`src/eada_pkg.sv`:
```
// Shared types, constants and register codes for the envelope adaptive decay attenuator.
// No dependencies; every other file imports this package.
`default_nettype none

package eada_pkg;

	// Sample format Q1.(SAMPLE_BITS-1)
	localparam int SAMPLE_BITS = 24;

	// Mask format Q1.15
	localparam int MASK_W    = 16;
	localparam int MASK_FRAC = 15;
	localparam logic [MASK_W-1:0] UNITY      = 16'd32768;
	localparam logic [MASK_W-1:0] MASK_FLOOR = 16'd655;

	// Configuration registers
	localparam int STRENGTH_W = 16;
	localparam int HOST_W     = 16;
	localparam int ALPHA_W    = 15;
	localparam int REL_W      = 24;
	localparam logic [ALPHA_W-1:0] ALPHA_MIN   = 15'd327;
	localparam logic [ALPHA_W-1:0] ALPHA_MAX   = 15'd16384;
	localparam logic [REL_W-1:0]   REL_RESET   = 24'd16769451;

	localparam int CFG_INDEX_W = 8;
	localparam int CFG_DATA_W  = 24;
	localparam logic [CFG_INDEX_W-1:0] CFG_STRENGTH = 8'd0;
	localparam logic [CFG_INDEX_W-1:0] CFG_HOST     = 8'd1;
	localparam logic [CFG_INDEX_W-1:0] CFG_ALPHA    = 8'd2;
	localparam logic [CFG_INDEX_W-1:0] CFG_RELEASE  = 8'd3;

	// Envelope threshold: round(2^(SAMPLE_BITS-1) / 1e6)
	localparam longint unsigned ENV_EPS =
		((64'd1 << (SAMPLE_BITS - 1)) + 64'd500000) / 64'd1000000;

	// Serial multiplier: radix-4, multiplier operand consumed two bits per cycle
	localparam int MUL_A_W     = SAMPLE_BITS;
	localparam int MUL_B_W     = REL_W;
	localparam int MUL_P_W     = MUL_A_W + MUL_B_W;
	localparam int MUL_STEPS   = MUL_B_W / 2;
	localparam int MUL_CNT_W   = $clog2(MUL_STEPS);

	// Divider quotient mag*2^30/(env+eps) and its square root
	localparam int QUO_W   = 2 * MASK_FRAC;
	localparam int ROOT_W  = MASK_FRAC;
	localparam int DEN_W   = SAMPLE_BITS + 1;
	localparam int DS_CNT_W = $clog2(QUO_W);

	typedef struct packed {
		logic signed [SAMPLE_BITS-1:0] sample_in;
		logic                          block_end;
	} eada_in_t;

	typedef struct packed {
		logic signed [SAMPLE_BITS-1:0] sample_out;
		logic                          block_last;
	} eada_out_t;

	typedef struct packed {
		logic               start;
		logic [MUL_A_W-1:0] a;
		logic [MUL_B_W-1:0] b;
	} mul_req_t;

	typedef struct packed {
		logic                   start;
		logic [SAMPLE_BITS-1:0] num;
		logic [DEN_W-1:0]       den;
	} ds_req_t;

	typedef enum logic [1:0] {
		DS_IDLE,
		DS_DIV,
		DS_ROOT
	} ds_state_t;

	typedef enum logic [3:0] {
		ST_IDLE,
		ST_ENV,
		ST_ENV_MUL,
		ST_DIV,
		ST_ROOT,
		ST_SMOOTH,
		ST_SMOOTH_MUL,
		ST_GAIN,
		ST_GAIN_MUL,
		ST_OUT,
		ST_OUT_MUL
	} eada_state_t;

endpackage

`default_nettype wire

```
`src/eada_smul.sv`:
```
// Radix-4 shift-and-add multiplier: one two-bit digit of b per cycle, LSB first.
// Depends on eada_pkg for operand widths and the request struct.
`default_nettype none

module eada_smul import eada_pkg::*; (
	input  wire logic               clk,
	input  wire logic               arst_n,
	input  wire mul_req_t           req,
	output logic                    busy,
	output logic [MUL_P_W-1:0]      prod
);

	logic                 busy_q;
	logic [MUL_CNT_W-1:0] cnt_q;
	logic [MUL_A_W-1:0]   a_q;
	logic [MUL_A_W+1:0]   a3_q;
	logic [MUL_A_W-1:0]   hi_q;
	logic [MUL_B_W-1:0]   lo_q;
	logic [MUL_A_W+1:0]   addend;
	logic [MUL_A_W+1:0]   sum;

	always_comb begin
		case (lo_q[1:0])
			2'd0:    addend = '0;
			2'd1:    addend = {2'b00, a_q};
			2'd2:    addend = {1'b0, a_q, 1'b0};
			2'd3:    addend = a3_q;
			default: addend = '0;
		endcase
		sum = {2'b00, hi_q} + addend;
	end

	always_ff @(posedge clk or negedge arst_n) begin
		if (!arst_n) begin
			busy_q <= 1'b0;
			cnt_q  <= '0;
		end else if (req.start) begin
			busy_q <= 1'b1;
			cnt_q  <= '0;
		end else if (busy_q) begin
			cnt_q <= cnt_q + 1'b1;
			if (cnt_q == MUL_CNT_W'(MUL_STEPS - 1))
				busy_q <= 1'b0;
		end
	end

	always_ff @(posedge clk) begin
		if (req.start) begin
			a_q  <= req.a;
			a3_q <= {2'b00, req.a} + {1'b0, req.a, 1'b0};
			hi_q <= '0;
			lo_q <= req.b;
		end else if (busy_q) begin
			// shift the partial product right by one digit
			hi_q <= sum[MUL_A_W+1:2];
			lo_q <= {sum[1:0], lo_q[MUL_B_W-1:2]};
		end
	end

	assign busy = busy_q;
	assign prod = {hi_q, lo_q};

endmodule

`default_nettype wire

```
`src/eada_divsqrt.sv`:
```
// Restoring divider for num*2^30/den followed by a bit-pair square root of the quotient.
// Depends on eada_pkg; one quotient bit per cycle, then one root bit per cycle.
`default_nettype none

module eada_divsqrt import eada_pkg::*; (
	input  wire logic              clk,
	input  wire logic              arst_n,
	input  wire ds_req_t           req,
	output logic                   busy,
	output logic [ROOT_W-1:0]      root
);

	ds_state_t            state_q, state_d;
	logic [DS_CNT_W-1:0]  cnt_q;
	logic [DEN_W-1:0]     rem_q;
	logic [DEN_W-1:0]     den_q;
	logic [QUO_W-1:0]     quo_q;
	logic [ROOT_W+1:0]    rrem_q;
	logic [ROOT_W-1:0]    root_q;

	logic                 last_step;
	logic                 div_step;
	logic                 root_step;
	logic [DEN_W:0]       dtrial;
	logic                 dge;
	logic [ROOT_W+3:0]    rcat;
	logic [ROOT_W+3:0]    rtrial;
	logic                 rge;
	logic [ROOT_W+3:0]    rdiff;

	// next state
	always_comb begin
		state_d = state_q;
		case (state_q)
			DS_IDLE: if (req.start) state_d = DS_DIV;
			DS_DIV:  if (cnt_q == DS_CNT_W'(QUO_W - 1)) state_d = DS_ROOT;
			DS_ROOT: if (cnt_q == DS_CNT_W'(ROOT_W - 1)) state_d = DS_IDLE;
			default: state_d = DS_IDLE;
		endcase
	end

	// outputs and step enables
	always_comb begin
		busy      = (state_q != DS_IDLE);
		div_step  = (state_q == DS_DIV);
		root_step = (state_q == DS_ROOT);
		last_step = (state_d != state_q);
	end

	always_comb begin
		dtrial = {rem_q, 1'b0};
		dge    = (dtrial >= {1'b0, den_q});
		rcat   = {rrem_q, quo_q[QUO_W-1:QUO_W-2]};
		rtrial = {2'b00, root_q, 2'b01};
		rge    = (rcat >= rtrial);
		rdiff  = rcat - rtrial;
	end

	always_ff @(posedge clk or negedge arst_n) begin
		if (!arst_n) begin
			state_q <= DS_IDLE;
			cnt_q   <= '0;
		end else begin
			state_q <= state_d;
			if (last_step || state_q == DS_IDLE)
				cnt_q <= '0;
			else
				cnt_q <= cnt_q + 1'b1;
		end
	end

	always_ff @(posedge clk) begin
		if (state_q == DS_IDLE && req.start) begin
			rem_q  <= {1'b0, req.num};
			den_q  <= req.den;
			rrem_q <= '0;
			root_q <= '0;
		end else if (div_step) begin
			rem_q <= dge ? DEN_W'(dtrial - {1'b0, den_q}) : dtrial[DEN_W-1:0];
			quo_q <= {quo_q[QUO_W-2:0], dge};
		end else if (root_step) begin
			// bring down two quotient bits, try (root*4+1)
			rrem_q <= rge ? rdiff[ROOT_W+1:0] : rcat[ROOT_W+1:0];
			root_q <= {root_q[ROOT_W-2:0], rge};
			quo_q  <= {quo_q[QUO_W-3:0], 2'b00};
		end
	end

	assign root = root_q;

endmodule

`default_nettype wire

```
`src/envelope_adaptive_decay_attenuator.sv`:
```
// Top level of the envelope adaptive decay attenuator: sequencer, state and config registers.
// Depends on eada_pkg, eada_smul (shared serial multiplier) and eada_divsqrt.
//
//   channel  | handshake            | payload
//   ---------+----------------------+-----------------------------------
//   in       | in_valid / in_stall  | in_data  (sample_in, block_end)
//   out      | out_valid / out_stall| out_data (sample_out, block_last)
//   cfg      | cfg_valid / cfg_ready| cfg_index, cfg_data
//
// One sample at a time: the next sample is accepted only once the result is in the output
// register. The four multiplies share the radix-4 multiplier (issue, 12 digits, completion),
// the divider and root run 30 + 15 steps plus issue and completion, and the idle state takes
// the sample; an envelope jump skips the decay multiply, an envelope at or below epsilon
// skips the divider. The result waits in the output register under out_stall, which holds
// the sequencer. Reset zeroes the envelope, sets the mask to unity and config to defaults.
`default_nettype none

module envelope_adaptive_decay_attenuator import eada_pkg::*; (
	input  wire logic                   clk,
	input  wire logic                   arst_n,
	input  wire logic                   in_valid,
	output logic                        in_stall,
	input  wire eada_in_t               in_data,
	output logic                        out_valid,
	input  wire logic                   out_stall,
	output eada_out_t                   out_data,
	input  wire logic                   cfg_valid,
	output logic                        cfg_ready,
	input  wire logic [CFG_INDEX_W-1:0] cfg_index,
	input  wire logic [CFG_DATA_W-1:0]  cfg_data
);

	eada_state_t state_q, state_d;

	logic [STRENGTH_W-1:0]  strength_q;
	logic [HOST_W-1:0]      host_q;
	logic [ALPHA_W-1:0]     alpha_q;
	logic [REL_W-1:0]       release_q;

	logic [SAMPLE_BITS-1:0] env_q;
	logic [MASK_W-1:0]      mask_q;
	logic [SAMPLE_BITS-1:0] mag_q;
	logic                   neg_q;
	logic                   last_q;
	logic [MASK_W-1:0]      adapt_q;
	logic [MASK_W-1:0]      gain_q;
	logic                   up_q;
	logic                   out_valid_q;
	eada_out_t              out_q;

	mul_req_t               mul_req;
	logic                   mul_busy;
	logic [MUL_P_W-1:0]     mul_prod;
	ds_req_t                ds_req;
	logic                   ds_busy;
	logic [ROOT_W-1:0]      ds_root;

	logic                   in_accept;
	logic                   out_free;
	logic                   out_load;
	logic [SAMPLE_BITS-1:0] in_mag;
	logic                   env_jump;
	logic                   env_active;
	logic [SAMPLE_BITS:0]   env_rnd;
	logic [SAMPLE_BITS-1:0] env_new;
	logic [MASK_W-1:0]      target;
	logic                   up;
	logic [MASK_W-1:0]      dmag;
	logic [MASK_W:0]        rnd15;
	logic [MASK_W-1:0]      step;
	logic [MASK_W:0]        mask_sum;
	logic [MASK_W-1:0]      mask_new;
	logic [MASK_W-1:0]      adapt_new;
	logic [SAMPLE_BITS:0]   y_rnd;
	logic [SAMPLE_BITS-1:0] y_mag;

	eada_smul u_smul (
		.clk    (clk),
		.arst_n (arst_n),
		.req    (mul_req),
		.busy   (mul_busy),
		.prod   (mul_prod)
	);

	eada_divsqrt u_divsqrt (
		.clk    (clk),
		.arst_n (arst_n),
		.req    (ds_req),
		.busy   (ds_busy),
		.root   (ds_root)
	);

	// datapath terms
	always_comb begin
		in_mag     = in_data.sample_in[SAMPLE_BITS-1] ?
			SAMPLE_BITS'(~in_data.sample_in + 1'b1) : SAMPLE_BITS'(in_data.sample_in);
		env_jump   = (mag_q >= env_q);
		env_active = (env_q > SAMPLE_BITS'(ENV_EPS));
		env_rnd    = {1'b0, mul_prod[MUL_P_W-1:REL_W]} + (SAMPLE_BITS+1)'(mul_prod[REL_W-1]);
		env_new    = mag_q + env_rnd[SAMPLE_BITS-1:0];

		target     = (host_q < adapt_q) ? host_q : adapt_q;
		up         = (target >= mask_q);
		dmag       = up ? (target - mask_q) : (mask_q - target);

		rnd15      = {1'b0, mul_prod[2*MASK_FRAC:MASK_FRAC]} + (MASK_W+1)'(mul_prod[MASK_FRAC-1]);
		step       = rnd15[MASK_W-1:0];
		mask_sum   = {1'b0, mask_q} + {1'b0, step};
		if (up_q)
			mask_new = (mask_sum > {1'b0, UNITY}) ? UNITY : mask_sum[MASK_W-1:0];
		else
			mask_new = (step > mask_q) ? '0 : (mask_q - step);

		adapt_new  = ({1'b0, ds_root} < MASK_FLOOR) ? MASK_FLOOR : {1'b0, ds_root};

		y_rnd      = {1'b0, mul_prod[SAMPLE_BITS+MASK_FRAC-1:MASK_FRAC]}
			+ (SAMPLE_BITS+1)'(mul_prod[MASK_FRAC-1]);
		y_mag      = y_rnd[SAMPLE_BITS-1:0];
	end

	assign out_free  = !out_valid_q || !out_stall;
	assign in_accept = in_valid && !in_stall;
	assign out_load  = (state_q == ST_OUT_MUL) && !mul_busy && out_free;

	// next state
	always_comb begin
		state_d = state_q;
		case (state_q)
			ST_IDLE:       if (in_accept) state_d = ST_ENV;
			ST_ENV:        state_d = env_jump ? ST_DIV : ST_ENV_MUL;
			ST_ENV_MUL:    if (!mul_busy) state_d = ST_DIV;
			ST_DIV:        state_d = env_active ? ST_ROOT : ST_SMOOTH;
			ST_ROOT:       if (!ds_busy) state_d = ST_SMOOTH;
			ST_SMOOTH:     state_d = ST_SMOOTH_MUL;
			ST_SMOOTH_MUL: if (!mul_busy) state_d = ST_GAIN;
			ST_GAIN:       state_d = ST_GAIN_MUL;
			ST_GAIN_MUL:   if (!mul_busy) state_d = ST_OUT;
			ST_OUT:        state_d = ST_OUT_MUL;
			ST_OUT_MUL:    if (out_load) state_d = ST_IDLE;
			default:       state_d = ST_IDLE;
		endcase
	end

	// outputs: handshake and unit requests
	always_comb begin
		in_stall      = (state_q != ST_IDLE);
		mul_req.start = 1'b0;
		mul_req.a     = '0;
		mul_req.b     = '0;
		ds_req.start  = 1'b0;
		ds_req.num    = mag_q;
		ds_req.den    = {1'b0, env_q} + DEN_W'(ENV_EPS);
		case (state_q)
			ST_ENV: begin
				mul_req.start = !env_jump;
				mul_req.a     = env_q - mag_q;
				mul_req.b     = release_q;
			end
			ST_DIV: begin
				ds_req.start = env_active;
			end
			ST_SMOOTH: begin
				mul_req.start = 1'b1;
				mul_req.a     = MUL_A_W'(dmag);
				mul_req.b     = MUL_B_W'(alpha_q);
			end
			ST_GAIN: begin
				mul_req.start = 1'b1;
				mul_req.a     = MUL_A_W'(UNITY - mask_q);
				mul_req.b     = MUL_B_W'(strength_q);
			end
			ST_OUT: begin
				mul_req.start = 1'b1;
				mul_req.a     = mag_q;
				mul_req.b     = MUL_B_W'(gain_q);
			end
			default: begin
			end
		endcase
	end

	always_ff @(posedge clk or negedge arst_n) begin
		if (!arst_n) begin
			state_q <= ST_IDLE;
		end else begin
			state_q <= state_d;
		end
	end

	// configuration; strength, host and alpha saturated on write
	assign cfg_ready = 1'b1;

	always_ff @(posedge clk or negedge arst_n) begin
		if (!arst_n) begin
			strength_q <= UNITY;
			host_q     <= UNITY;
			alpha_q    <= ALPHA_MAX;
			release_q  <= REL_RESET;
		end else if (cfg_valid && cfg_ready) begin
			case (cfg_index)
				CFG_STRENGTH: begin
					strength_q <= (cfg_data[STRENGTH_W-1:0] > UNITY) ? UNITY
						: cfg_data[STRENGTH_W-1:0];
				end
				CFG_HOST: begin
					if (cfg_data[HOST_W-1:0] > UNITY)
						host_q <= UNITY;
					else if (cfg_data[HOST_W-1:0] < MASK_FLOOR)
						host_q <= MASK_FLOOR;
					else
						host_q <= cfg_data[HOST_W-1:0];
				end
				CFG_ALPHA: begin
					if (cfg_data[ALPHA_W-1:0] > ALPHA_MAX)
						alpha_q <= ALPHA_MAX;
					else if (cfg_data[ALPHA_W-1:0] < ALPHA_MIN)
						alpha_q <= ALPHA_MIN;
					else
						alpha_q <= cfg_data[ALPHA_W-1:0];
				end
				CFG_RELEASE: begin
					release_q <= cfg_data[REL_W-1:0];
				end
				default: begin
				end
			endcase
		end
	end

	// envelope and smoothed mask
	always_ff @(posedge clk or negedge arst_n) begin
		if (!arst_n) begin
			env_q  <= '0;
			mask_q <= UNITY;
		end else begin
			if (state_q == ST_ENV && env_jump)
				env_q <= mag_q;
			else if (state_q == ST_ENV_MUL && !mul_busy)
				env_q <= env_new;
			if (state_q == ST_SMOOTH_MUL && !mul_busy)
				mask_q <= mask_new;
		end
	end

	// per-transaction working registers
	always_ff @(posedge clk) begin
		if (in_accept) begin
			mag_q  <= in_mag;
			neg_q  <= in_data.sample_in[SAMPLE_BITS-1];
			last_q <= in_data.block_end;
		end
		if (state_q == ST_DIV && !env_active)
			adapt_q <= UNITY;
		else if (state_q == ST_ROOT && !ds_busy)
			adapt_q <= adapt_new;
		if (state_q == ST_SMOOTH)
			up_q <= up;
		if (state_q == ST_GAIN_MUL && !mul_busy)
			gain_q <= MASK_W'((MASK_W+1)'(UNITY) - rnd15);
	end

	// output register
	always_ff @(posedge clk or negedge arst_n) begin
		if (!arst_n) begin
			out_valid_q <= 1'b0;
		end else if (out_load) begin
			out_valid_q <= 1'b1;
		end else if (!out_stall) begin
			out_valid_q <= 1'b0;
		end
	end

	always_ff @(posedge clk) begin
		if (out_load) begin
			out_q.sample_out <= neg_q ? (~y_mag + 1'b1) : y_mag;
			out_q.block_last <= last_q;
		end
	end

	assign out_valid = out_valid_q;
	assign out_data  = out_q;

endmodule

`default_nettype wire
```
`config.mk`:
```
export PLATFORM = sky130hd
export DESIGN_NAME = envelope_adaptive_decay_attenuator
export DESIGN_NICKNAME = d
export VERILOG_FILES = /design/src/eada_pkg.sv /design/src/eada_smul.sv /design/src/eada_divsqrt.sv /design/src/envelope_adaptive_decay_attenuator.sv
export SDC_FILE = /design/constraint.sdc
export NUM_CORES = 1
export LEC_CHECK = 0
export ABC_AREA = 1
export BUFFER_PORTS_ARGS = -buffer_cell sky130_fd_sc_hd__buf_2
export CAP_MARGIN = 20
export CORE_ASPECT_RATIO = 1.2
export CORE_UTILIZATION = 44
export DETAILED_ROUTE_END_ITERATION = 10
export HOLD_SLACK_MARGIN = 0.1
export PLACE_DENSITY = 0.57
export SYNTH_ARGS = -nofsm -noshare
export SYNTH_HDL_FRONTEND = slang
export SYNTH_SLANG_ARGS = --single-unit
```
`constraint.sdc`:
```
create_clock -name clk -period 11.8 [get_ports clk]
set_input_delay 1.18 -clock clk [delete_from_list [all_inputs] [get_ports clk]]
set_output_delay 1.18 -clock clk [all_outputs]
set_load 0.1 [all_outputs]
```
==> reports/results.ini <==
[setup_path]
cpLargestDelayFamily = simple AND/OR/NAND/NOR gates
r2r_end = u_smul.a3_q[22]
setup.worst_path.start = host_q[1]
cp_max_fo = 62
cp_common_cell = nand2_1
cpPeakStageDelay_ps = 530
worstPathArrival_ps = 7090
crit-reg2reg-launch = host_q[1]
r2r_slack_ps = 5070
critPathSlowestCell = o21ai_0
start_kind = flop
path_buf_inv = 3
critPathRequiredTime_ps = 12160
critPathKind = reg -> reg
ff2ff_path_depth = 42
end_kind = flop

[synth]
synth.avg_cell_area_um2 = 7.64
synth_cell_types = 69
synth_seq_area_share_pct = 37.1
postSynthCellCount = 3982
synth_edf_count = 220
syn_nets = 4282
synth_area_leaders = edfxtp_1 22%, nand2_1 12%, ha_1 9.4%
ys_ff_latch = 421
syn_area_um2 = 30400
synth_area_leader_cell = edfxtp_1
yosysWarnings = 0
synth_top_cell_area_share_pct = 21.7
ys_async_sr_fraction_pct = 30.4
ys.flop_type = edfxtp_1

[floorplan]
start_util_pct = 44.5
die_h_um = 290
rows = 105
die-area_um2 = 70200
die_w_um = 242
io-pin-count = 90
core_um2 = 68400

[timing]
rsz0062_at_grt = no
slew_headroom_pct = 24.6
max_freq_mhz = 149
period_minus_slack_ps = 6730
post-route-period-util_pct = 57.0
setup_viol = 0
final-max-slew-violation-count = 0
worst_pin_slew_ps = 1130
fin_tns_setup_ps = 0
hold_violations = 0
worst_clock_skew_ps = 15.2

[clock_network]
cts_sinks = 421
h-tree-depth = 2
cts_inserted_buffers = 49
clkLatencyLatePin_ps = 600
cts_resized = 0
holdBufCountCts = 0
clockBufferDepth = 3
cts.clk_slew.worst_paths_ps = 60
cts_tree = built
post_cts_buffers = 0
root_buffer = clkbuf_16

[pwr]
totalPowerFinal_mw = 10.6
powerDensity_nw_per_um2 = 317
p_leak_nw = 15.5
ir_drop_mv = 0.144

[worst_hold_path]
holdCritStartpoint = last_q
hold_end = out_data[0]
whs_path_depth = 0
min_path_type = reg -> reg

[grt]
grt_pass1_vias = 25600
grt_pass1_wl_um = 147000
gr-usage-all-layers_pct = 26.5
antenna_found_initial = 0
grt.overflow.total = 0
grt_max_degree = 76

[placement]
routabilityCongestion = 0.931
post-dp-hpwl_um = 72000
post_dp_cell_area_um2 = 31800
io_buffers = 88

[detailed_routing]
ant_nets = 0
route.detailed.wl_per_inst_um = 18.9
num_vias = 27000
avgViaCountPerCell = 5.41
finalWirelength_um = 94300
dr.pass1.iters = 6
drc = 0
drt_iter0_drc = 1848

[finish]
drive_gt1_share_pct = 7.74
diodes = 0
stdcell_area_um2 = 33400
syn2layout_area_growth_pct = 9.93
nNetsFinal = 4341
final_util_pct = 48.9

[run]
max_cap_viol_count = 0

[run_status]
status = finished, final reports clean

[power breakdown]
group	switching (mW)	leakage [nW]	internal, mW	total (mW)
combinational	4.18	10.5	2.12	6.30
clock	0.654	0.786	0.887	1.54
sequential	0.502	4.20	2.25	2.76
[cell type report]
class,count,area [um^2]
clock buffers,68,1380
multi-input cells,2932,16800
repair buffers,120,691
clock inverters,23,219
fillers,6872,35000
inverters,517,1940
well taps,909,1140
flip-flops and latches,421,11300
[worst max-delay path by stage]
stage	to	slack [ps]	cells after the start
2_1_floorplan	u_smul.a3_q[22]	6000	43
3_3_place_gp	u_smul.a3_q[22]	5210	42
3_5_place_dp	u_smul.a3_q[22]	5060	42
4_1_cts	u_smul.a3_q[22]	5050	42
5_1_grt	u_smul.a3_q[18]	4450	41
6_report	u_smul.a3_q[22]	5070	42
[layer usage]
metal | wire length, um | share of wire, % | up-vias | GRT usage [%]
met1 | 41800 | 44 | 12600 | 35.0
met5 | 0 | 0 | - | 0
met4 | 3400 | 3.6 | 0 | 9.42
met3 | 3900 | 4.1 | 145 | 2.53
li1 | - | - | 13500 | -
met2 | 45200 | 48 | 681 | 45.3
[placed cells by master, fill, tap and decap left out, types with 22 or more instances in the layout]
master,n
nand4_1,40
o31ai_1,24
dfxtp_1,73
or2_2,25
a31oi_1,33
xnor2_1,50
dfrtp_1,107
o22ai_1,29
nor4_1,22
clkbuf_16,51
a21oi_1,253
nor3_1,56
nand2_1,935
buf_4,31
buf_2,87
o21ai_0,333
edfxtp_1,220
o211ai_1,51
inv_1,506
ha_1,228
nand3_1,209
nor2_1,294
xor2_1,139
[worst register-to-register path, delay by kind of cell, from the launching register on]
kind / cells / cell delay (ps)
AO/OA/AOI/OAI: 12 / 1930
adder cells (fa/ha/maj): 4 / 1280
buffers and inverters: 3 / 800
flip-flops: 1 / 400
AND/OR/NAND/NOR: 23 / 2070
[metrics by stage]
stage          hold WS (ps)  setup slack, ps  cells
3_5_place_dp            423             5060   4898
6_report                436             5070   4990
3_3_place_gp            426             5210   4898
4_1_cts                 450             5050   4989
2_1_floorplan           400             6000   3982
5_1_grt                 458             4450   4990
[logic make-up after synthesis]
family / share of synthesized area [%]
xor+xnor: 5.58
buf+inv: 7.89
compound gates: 16.2
simple gates: 22.8
fa+ha+maj: 10.0
mux: 0.329
other cells: 0.0123
flops: 37.1
[state kept, by name, summed over array words and instances, names as in the netlist, 17 cells and up]
| signal | count |
|---|---|
| env_q | 24 |
| mag_q | 24 |
| out_data | 25 |
| release_q | 24 |
| u_divsqrt.den_q | 25 |
| u_divsqrt.quo_q | 30 |
| u_divsqrt.rem_q | 25 |
| u_divsqrt.rrem_q | 17 |
| u_smul.a3_q | 26 |
| u_smul.a_q | 23 |
| u_smul.hi_q | 24 |
| u_smul.lo_q | 24 |
[synth_stat cells, drive strengths merged, types with 7 or more instances]
cell type / instances
nand2: 951
inv: 513
o21ai: 341
nor2: 313
a21oi: 257
ha: 228
edfxtp: 220
nand3: 216
xor2: 141
dfrtp: 107
clkbuf: 79
dfxtp: 73
nor3: 60
o211ai: 51
xnor2: 50
nand4: 40
a31oi: 33
buf: 33
o22ai: 29
or2: 26
o31ai: 24
nor4: 22
a211oi: 21
dfstp: 21
a22o: 17
o21bai: 15
a21o: 13
fa: 10
o21a: 9
mux2: 8
o2111ai: 7
o32ai: 7
Power figures use the tool's default switching activity.
